**src/sv/arp_pkg.sv**
```systemverilog
`timescale 1ns / 1ps

package arp_pkg;

    localparam int IP_W = 32;
    localparam int HW_W = 48;
    localparam int ENTRY_W = IP_W + HW_W;

    typedef enum logic {
        OP_INSERT = 1'b0,
        OP_LOOKUP = 1'b1
    } t_op;

    typedef struct packed {
        logic            go;
        logic [IP_W-1:0] ip;
    } t_scan_req;

    typedef struct packed {
        logic            done;
        logic            hit;
        logic [HW_W-1:0] hw;
    } t_scan_res;

endpackage

```
**src/sv/arp_cache_table.sv**
```systemverilog
`timescale 1ns / 1ps

// ARP cache: maps IPv4 addresses to 48-bit hardware addresses.
// Input channel: a transaction is taken at a rising edge with start high and
// busy low. operation selects insert (store ip/hw as the newest entry, no
// duplicate check, oldest slot overwritten when full) or lookup.
// Insert: written into the table RAM at the accepting edge, no result; busy
// stays low, so a new transaction may follow in the next cycle.
// Lookup: the table RAM is read one slot per cycle, newest to oldest, and a
// hit ends the scan early. The result (hit, found_address; address is zero on
// a miss) appears for one cycle with o_valid high; each slot's data is
// registered in the table RAM before it is compared, and the result is
// registered again before it shows. busy is high from the cycle after the
// accepting edge until the result cycle.
// The receiver cannot stall: each result is accepted in the cycle it shows.
// Reset (synchronous, active low) clears all valid bits and the insert
// pointer; table contents are left as they are and are never matched.
module arp_cache_table
    import arp_pkg::*;
#(
    parameter int ENTRIES = 16
) (
    input  logic            i_clk,
    input  logic            i_rst_n,
    input  logic            start,
    output logic            busy,
    input  logic            i_operation,
    input  logic [IP_W-1:0] i_ip_address,
    input  logic [HW_W-1:0] i_hw_address,
    output logic            o_valid,
    output logic            o_hit,
    output logic [HW_W-1:0] o_found_address
);

    localparam int SLOT_W = $clog2(ENTRIES);
    localparam logic [SLOT_W-1:0] LAST_SLOT = SLOT_W'(ENTRIES - 1);

    logic [SLOT_W-1:0]  r_next_slot;
    logic [ENTRIES-1:0] r_valid;
    logic               r_out_vld;
    logic               r_out_hit;
    logic [HW_W-1:0]    r_out_hw;

    logic               accept;
    logic               ins;
    logic [SLOT_W-1:0]  first_slot;
    logic [SLOT_W-1:0]  raddr;
    logic [ENTRY_W-1:0] rdata;
    logic               scan_busy;
    t_scan_req          req;
    t_scan_res          res;

    assign accept     = start && !busy;
    assign ins        = accept && (t_op'(i_operation) == OP_INSERT);
    assign first_slot = (r_next_slot == '0) ? LAST_SLOT : r_next_slot - 1'b1;
    assign req.go     = accept && (t_op'(i_operation) == OP_LOOKUP);
    assign req.ip     = i_ip_address;
    assign busy       = scan_busy;

    arp_ram #(
        .WIDTH (ENTRY_W),
        .DEPTH (ENTRIES)
    ) u_ram (
        .i_clk   (i_clk),
        .i_we    (ins),
        .i_waddr (r_next_slot),
        .i_wdata ({i_ip_address, i_hw_address}),
        .i_raddr (raddr),
        .o_rdata (rdata)
    );

    arp_scan #(
        .ENTRIES (ENTRIES)
    ) u_scan (
        .i_clk        (i_clk),
        .i_rst_n      (i_rst_n),
        .i_req        (req),
        .i_first_slot (first_slot),
        .i_valid      (r_valid),
        .o_raddr      (raddr),
        .i_rdata      (rdata),
        .o_busy       (scan_busy),
        .o_res        (res)
    );

    always_ff @(posedge i_clk) begin
        if (!i_rst_n) begin
            r_next_slot <= '0;
            r_valid     <= '0;
            r_out_vld   <= 1'b0;
        end else begin
            r_out_vld <= res.done;
            if (ins) begin
                r_valid[r_next_slot] <= 1'b1;
                r_next_slot <= (r_next_slot == LAST_SLOT) ? '0 : r_next_slot + 1'b1;
            end
        end
        r_out_hit <= res.hit;
        r_out_hw  <= res.hw;
    end

    assign o_valid         = r_out_vld;
    assign o_hit           = r_out_hit;
    assign o_found_address = r_out_hw;

endmodule

```
**src/sv/arp_ram.sv**
```systemverilog
`timescale 1ns / 1ps

module arp_ram #(
    parameter int WIDTH = 8,
    parameter int DEPTH = 16
) (
    input  logic                     i_clk,
    input  logic                     i_we,
    input  logic [$clog2(DEPTH)-1:0] i_waddr,
    input  logic [WIDTH-1:0]         i_wdata,
    input  logic [$clog2(DEPTH)-1:0] i_raddr,
    output logic [WIDTH-1:0]         o_rdata
);

    logic [WIDTH-1:0] r_mem [DEPTH];
    logic [WIDTH-1:0] r_rdata;

    always_ff @(posedge i_clk) begin
        if (i_we) begin
            r_mem[i_waddr] <= i_wdata;
        end
        r_rdata <= r_mem[i_raddr];
    end

    assign o_rdata = r_rdata;

endmodule

```
**src/sv/arp_scan.sv**
```systemverilog
`timescale 1ns / 1ps

module arp_scan
    import arp_pkg::*;
#(
    parameter int ENTRIES = 16
) (
    input  logic                       i_clk,
    input  logic                       i_rst_n,
    input  t_scan_req                  i_req,
    input  logic [$clog2(ENTRIES)-1:0] i_first_slot,
    input  logic [ENTRIES-1:0]         i_valid,
    output logic [$clog2(ENTRIES)-1:0] o_raddr,
    input  logic [ENTRY_W-1:0]         i_rdata,
    output logic                       o_busy,
    output t_scan_res                  o_res
);

    localparam int SLOT_W = $clog2(ENTRIES);
    localparam int CNT_W = $clog2(ENTRIES + 1);
    localparam logic [SLOT_W-1:0] LAST_SLOT = SLOT_W'(ENTRIES - 1);
    localparam logic [CNT_W-1:0] FULL_CNT = CNT_W'(ENTRIES);

    typedef enum logic [1:0] {
        S_IDLE = 2'b01,
        S_SCAN = 2'b10
    } t_scan_state;

    t_scan_state       r_state, n_state;
    logic [SLOT_W-1:0] r_addr, n_addr;
    logic [CNT_W-1:0]  r_left, n_left;
    logic              r_pend, n_pend;
    logic              r_pend_vld, n_pend_vld;
    logic [IP_W-1:0]   r_ip;

    logic match;
    logic last;

    assign match = r_pend && r_pend_vld && (i_rdata[ENTRY_W-1 -: IP_W] == r_ip);
    assign last  = r_pend && (r_left == '0);

    always_comb begin
        n_state    = r_state;
        n_addr     = r_addr;
        n_left     = r_left;
        n_pend     = 1'b0;
        n_pend_vld = 1'b0;
        o_res.done = 1'b0;
        o_res.hit  = match;
        o_res.hw   = i_rdata[HW_W-1:0] & {HW_W{match}};
        unique case (r_state)
            S_IDLE: begin
                if (i_req.go) begin
                    n_state = S_SCAN;
                    n_addr  = i_first_slot;
                    n_left  = FULL_CNT;
                end
            end
            S_SCAN: begin
                if (match || last) begin
                    o_res.done = 1'b1;
                    n_state    = S_IDLE;
                end else if (r_left != '0) begin
                    n_pend     = 1'b1;
                    n_pend_vld = i_valid[r_addr];
                    n_addr     = (r_addr == '0) ? LAST_SLOT : r_addr - 1'b1;
                    n_left     = r_left - 1'b1;
                end
            end
            default: begin
                n_state = S_IDLE;
            end
        endcase
    end

    always_ff @(posedge i_clk) begin
        if (!i_rst_n) begin
            r_state <= S_IDLE;
            r_pend  <= 1'b0;
        end else begin
            r_state <= n_state;
            r_pend  <= n_pend;
        end
        r_addr     <= n_addr;
        r_left     <= n_left;
        r_pend_vld <= n_pend_vld;
        if (i_req.go && r_state == S_IDLE) begin
            r_ip <= i_req.ip;
        end
    end

    assign o_raddr = r_addr;
    assign o_busy  = (r_state != S_IDLE);

endmodule
```
**config.mk**
```make
export PLATFORM = sky130hd
export DESIGN_NAME = arp_cache_table
export DESIGN_NICKNAME = d
export VERILOG_FILES = /design/src/sv/arp_pkg.sv /design/src/sv/arp_cache_table.sv /design/src/sv/arp_ram.sv /design/src/sv/arp_scan.sv
export SDC_FILE = /design/constraint.sdc
export NUM_CORES = 1
export LEC_CHECK = 0
export BUFFER_PORTS_ARGS = -buffer_cell sky130_fd_sc_hd__buf_4
export CORE_AREA = 5 5 373 375
export CTS_BUF_LIST = sky130_fd_sc_hd__clkbuf_4 sky130_fd_sc_hd__clkbuf_8 sky130_fd_sc_hd__clkbuf_16
export DETAILED_ROUTE_END_ITERATION = 8
export DIE_AREA = 0 0 378 380
export SLEW_MARGIN = 10
export SYNTH_ARGS = -nofsm -noshare
export SYNTH_HDL_FRONTEND = slang
export SYNTH_SLANG_ARGS = --single-unit
```
**constraint.sdc**
```tcl
create_clock -name i_clk -period 13.1 [get_ports i_clk]
set_input_delay 0.655 -clock i_clk [delete_from_list [all_inputs] [get_ports i_clk]]
set_output_delay 0.655 -clock i_clk [all_outputs]
set_load 0.005 [all_outputs]
```
==> qor.yml, run 1 <==
critical_path:
  max_stage_delay_ns: 0.87
  crit_path_cell_trace: "buf_4 -> buf_4 -> buf_4 -> mux4_2 -> mux4_2"
  r2r-start: "u_scan.o_raddr[0]"
  crit_slowest_cell: "buf_4"
  cp_common_cell: "buf_4"
  arrival_ns: 4.69
  setup.worst_path.end_class: "flop"
  crit_start: "u_scan.o_raddr[0]"
  critPathKind: "flop to flop"
  r2r_setup_slack_ns: 9.02
  worstSetupStartpointType: "flop"
  crit_required_ns: 13.71
  crit_path_max_fanout: 47
  timing.rr.end: "u_ram.o_rdata[28]"
  reg2regPathDepth: 5
finish:
  fill_cells: 10900
  layout-drive-gt1-share_pct: 33.9
  mostFrequentLayoutCells: "1,321 x edfxtp_1, 404 x mux4_2, 178 x buf_4"
  area.sequential_um2: 42800
  multiInputGateArea_um2: 10600
  area_growth_syn_to_layout_pct: 15.7
  fin_nets: 2516
  layout_commonest_cell: "edfxtp_1"
  final_cells: 4350
timing:
  worst_pin_slew_ns: 1.15
  fin_skew_ns: 0.0278
  setup_violations: 0
  fin_setup_tns_ns: 0
  hold_viol: 0
  rsz0062_at_grt: "no"
  slew_viol_final: 0
  timing.fmax_mhz: 245
  post-route-period-util_pct: 31.2
  setup_slack_ns: 9.02
  slew-limit-headroom_pct: 23.4
  min_period_ns: 4.08
synth:
  synth-seq-area-share_pct: 79.6
  yosys-mux-area-fraction_pct: 17.0
  synth_top_family_by_area: "multiplexers"
  synth_compound_area_share_pct: 0.445
  synth_area_leader_cell: "edfxtp_1"
  synth.avg_cell_area_um2: 24.6
  postSynthCellCount: 2187
  syn_area_um2: 53700
  synth_edf_count: 1321
  synth.top_cell.area_share_pct: 73.9
  synthSimpleGateAreaFrac_pct: 1.22
  synth_area_leaders: "edfxtp_1 74%, mux4_2 17%, dfxtp_1 5.7%"
  synth_xor_area_share_pct: 0.620
  ys_ff_latch: 1475
  postSynth.asyncResetShare_pct: 0
  synth_cell_type_count: 38
  syn-num-nets: 2279
  yosys_warnings: 0
  synth_flop_cell: "edfxtp_1"
  synthAdderAreaFrac_pct: 0.186
floorplanning:
  num_rows: 135
  fp.dieH_um: 380
  die-area_um2: 144000
  start_util_pct: 39.8
  pin_count: 135
  coreArea_um2: 135000
  die_x_um: 378
job:
  drv_cap: 0
cts:
  post_cts_resized: 0
  clk_pin_slew_ns: 0.06
  h-tree-depth: 4
  post_cts_buffers: 0
  cts_made_buffers: 154
  cts_tree: "done"
  clk_latency_ns: 0.76
  root_buffer: "clkbuf_16"
  clk_path_buf_depth: 3
  hold_buffers: 0
  cts.sink_count: 1475
routing:
  num_vias: 23600
  initialDrtViolationCount: 2343
  detail-route-antenna-nets: 0
  via_per_inst: 5.42
  drc: 0
  dr.pass1.iters: 7
  routedWlPerCell_um: 27.2
  drt-total-wl_mm: 118
grt:
  overflow: 0
  track_usage_pct: 16.5
  grt_pass1_vias: 24700
  grt_first_pass_wirelength_mm: 172
  grt_use_met3_pct: 4.30
  grt.busiest_layer: "met2"
  met1_usage_pct: 23.8
  antenna_found_initial: 18
  met2_usage_pct: 25.5
  grt_max_degree: 142
power_and_ir_drop:
  p_int_w: 0.00785
  power.density_nw_per_um2: 157
  power.switching_w: 0.00190
  p_seq_share_pct: 53.1
  cellLeakagePower_nw: 20.1
  clkPwrFrac_pct: 44.2
  sw_frac_of_total_pct: 19.5
  peakVddDrop_mv: 0.129
  pwr-share-comb_pct: 2.7
hold_path:
  holdPathStages: 1
  holdPathEnd: "u_ram.r_mem[7][17]"
  hold_path_class: "input pin to flop"
  worstHoldStart: "i_hw_address[17]"
placed_design:
  dp.cells: 4049
  pre_cts_slack_ns: 8.71
  dp_hpwl_mm: 57.3
  portBuffers: 134
  finalWeightedCongestion: 0.736
outcome:
  status: "finished, final reports clean"
==> how the worst max path moves through the flow <==
stage	end	slack (ns)	cells after the start
floorplan	u_ram.r_mem[3][0]	5.73	3
global placement	u_ram.r_mem[1][60]	8.76	6
detailed placement	u_ram.r_mem[1][60]	8.71	6
CTS	u_ram.o_rdata[28]	8.81	5
global route	u_ram.o_rdata[28]	8.51	5
finish	u_ram.o_rdata[28]	9.02	5
==> cells in the mapped netlist, types with 8 or more instances <==
master,count
ha_1,8
mux4_2,404
dfxtp_1,154
nor2_1,23
o21a_1,17
edfxtp_1,1321
buf_1,11
and2_1,50
xor2_1,28
nor3_1,9
xnor2_1,10
nand2_1,8
clkbuf_1,51
buf_2,35
==> power groups by stage <==
stage                     registers [W]  clock network, W  logic [W]
after floorplan                 0.00528                 0   0.000145
after global placement          0.00528                 0   0.000260
after detailed placement        0.00528                 0   0.000270
after CTS                       0.00518           0.00441   0.000271
after global routing            0.00518           0.00462   0.000287
final                           0.00518           0.00431   0.000265
==> worst max-delay path, delay by kind of cell, from the launching register on <==
family	cells	cell delay [ns]
flops	1	0.33
buf+inv	3	2.43
mux	2	1.06
==> cells by family (layout without fill, tap and decap cells) <==
family | after synthesis | after routing
flops | 1475 | 1475
mux | 407 | 407
simple gates | 117 | 117
buf+inv | 108 | 475
xor+xnor | 38 | 38
compound gates | 34 | 34
fa+ha+maj | 8 | 8
other cells | 0 | 15
==> area by class of cell <==
| class | count | share of cell area, % |
|---|---|---|
| clock buffer | 219 | 7.29 |
| antenna | 15 | 0.0604 |
| tap | 1781 | 3.59 |
| timing repair buffer | 183 | 2.31 |
| inverter | 6 | 0.0362 |
| clock inverter | 67 | 0.904 |
| sequential | 1475 | 68.8 |
| multi-input combinational | 604 | 17.0 |
==> through the flow <==
| step | utilization [%] | hold WS [ns] | total power, W | area (um^2) |
|---|---|---|---|---|
| global placement | 42.2 | 0.418 | 0.00554 | 57000 |
| floorplan | - | 0.406 | 0.00542 | 53700 |
| finish | 46.0 | 0.190 | 0.00975 | 62100 |
| CTS | 46.0 | 0.124 | 0.00986 | 62100 |
| detailed placement | 42.2 | 0.414 | 0.00555 | 57000 |
| global route | 46.0 | 0.150 | 0.0101 | 62100 |
==> registers in the layout, summed over array words and instances (netlist names) <==
register,flops
o_found_address,48
u_scan.r_state,2
o_hit,1
r_valid,16
u_scan.r_pend,1
u_scan.o_raddr,4
r_next_slot,4
u_scan.r_pend_vld,1
u_ram.o_rdata,80
u_scan.r_ip,32
o_valid,1
u_ram.r_mem,1280
u_scan.r_left,5
==> metal layers <==
| metal | vias to the layer above | routed length, um | share of wire (%) |
|---|---|---|---|
| met1 | 12800 | 51200 | 43 |
| met3 | 140 | 9200 | 7.8 |
| li1 | 9773 | - | - |
| met2 | 870 | 56100 | 47 |
| met5 | - | 32 | 0.027 |
| met4 | 6 | 1740 | 1.5 |
No activity file was read; power rests on OpenSTA's default activity.
==> inputs of run 2 (changes only) <==
==> constraint.sdc (replaced) <==
create_clock -name i_clk -period 4.2 [get_ports i_clk]
set_input_delay 0.21 -clock i_clk [delete_from_list [all_inputs] [get_ports i_clk]]
set_output_delay 0.21 -clock i_clk [all_outputs]
set_load 0.005 [all_outputs]
==> qor.yml, run 2 (same netlist as run 1, synthesis figures left out) <==
placed_design:
  dp_hpwl_mm: 62.3
  finalWeightedCongestion: 0.723
  portBuffers: 134
  dpl_cell_area_um2: 57400
  dp.cells: 4065
finish:
  fin_nets: 2610
  layout-drive-gt1-share_pct: 33.5
  fill_cells: 10800
  layout_commonest_cell: "edfxtp_1"
  final_util_pct: 46.9
  largest_reg_flops: 1280
  final_cells: 4433
  top_register: "u_ram.r_mem"
  fin_area_um2: 63300
  area_growth_syn_to_layout_pct: 17.9
  mostFrequentLayoutCells: "1,321 x edfxtp_1, 404 x mux4_2, 173 x buf_4"
grt:
  grt_max_degree: 85
  overflow: 0
  grt_pass1_vias: 25100
  track_usage_pct: 16.6
  grt_first_pass_wirelength_mm: 175
  antenna_found_initial: 18
timing:
  slew-limit-headroom_pct: 23.8
  hold_viol: 0
  fin_skew_ns: 0.0342
  timing.fmax_mhz: 330
  rsz0062_at_grt: "no"
  slew_viol_final: 0
  setup_violations: 0
  worst_pin_slew_ns: 1.14
  timing.hold.ws_ns: 0.299
  min_period_ns: 3.03
  post-route-period-util_pct: 72.0
critical_path:
  crit_required_ns: 4.59
  arrival_ns: 3.42
  critPathTopFamily: "simple AND/OR/NAND/NOR gates"
  setup.worst_path.end_class: "flop"
  critPathKind: "flop to flop"
  cp.buffers_inverters: 1
  crit_slowest_cell: "nor2_4"
  r2r_setup_slack_ns: 1.17
  r2r-start: "u_scan.r_state[1]"
  worstSetupStartpointType: "flop"
  crit_path_max_fanout: 42
  crit_path_cell_trace: "nand2b_1 -> nor3b_2 -> nand2_1 -> nor2_4 -> buf_12"
  crit_start: "u_scan.r_state[1]"
  max_stage_delay_ns: 0.73
  reg2regPathDepth: 5
  crit_cells: 5
  crit_end: "u_ram.r_mem[7][11]"
  timing.rr.end: "u_ram.r_mem[7][11]"
routing:
  num_vias: 23800
  dr.pass1.iters: 5
  drc: 0
  initialDrtViolationCount: 2232
  routedWlPerCell_um: 26.8
  drt-total-wl_mm: 119
  via_per_inst: 5.36
  detail-route-antenna-nets: 0
floorplanning:
  coreArea_um2: 135000
  start_util_pct: 39.8
  die-area_um2: 144000
  die_x_um: 378
  pin_count: 135
  fp.dieH_um: 380
  num_rows: 135
cts:
  cts_tree: "done"
  root_buffer: "clkbuf_16"
  h-tree-depth: 4
  post_cts_resized: 0
  clk_pin_slew_ns: 0.06
  cts_made_buffers: 147
  clk_latency_ns: 0.76
  clk_path_buf_depth: 3
  cts.sink_count: 1475
power_and_ir_drop:
  peakVddDrop_mv: 0.345
  power.density_nw_per_um2: 479
  power_w: 0.0303
  cellLeakagePower_nw: 20.6
outcome:
  status: "finished, final reports clean"
job:
  drv_cap: 0
hold_path:
  hold_path_class: "input pin to flop"
==> run 2: what timing repair did <==
| item | CTS | global route |
|---|---|---|
| hold buffers | 84 | 0 |
| setup buffers | 0 | 0 |
| hold endpoints to repair | 1336 | 0 |
==> run 2: worst min-delay path by stage <==
stage,startpoint,endpoint,depth (start not counted)
after floorplan,i_hw_address[0],u_ram.r_mem[0][0],0
after global placement,u_ram.o_rdata[11],o_found_address[11],1
after CTS,i_hw_address[15],u_ram.r_mem[8][15],2
after global routing,i_hw_address[3],u_ram.r_mem[2][3],2
after detailed placement,u_ram.o_rdata[0],o_found_address[0],1
final,i_hw_address[19],u_ram.r_mem[0][19],2
==> run 2: final cells by class <==
class                   instances  area [um^2]  area share (%)
multi-input cells             604        10600            16.7
clock buffers                 206         4300            6.79
clock inverters                66          698            1.10
inverters                       6         22.5          0.0356
well taps                    1781         2230            3.52
repair buffers                284         2690            4.24
flip-flops and latches       1475        42800            67.5
diodes                         11         27.5          0.0435
==> run 2: where the power goes <==
part	total (W)	internal (W)	leakage [nW]	switching, W
clock network	0.0133	0.00782	2.49	0.00543
logic	0.000926	0.000413	4.89	0.000513
registers	0.0162	0.0161	13.2	0.0000570
total	0.0303	0.0243	20.6	0.00600
==> run 2: through the flow <==
step,TNS (ns),setup WS (ns)
after detailed placement,0,1.13
after global routing,0,1.07
after global placement,0,1.19
final,0,1.17
after CTS,0,1.17
after floorplan,-961.13,-0.858
==> run 2: per-layer routing <==
metal	vias to the layer above	track usage (%)	routed length, um
met5	-	0	76
met4	12	3.97	2200
met3	170	3.59	7210
met2	687	26.6	57700
met1	12900	23.5	51700
li1	9956	-	-
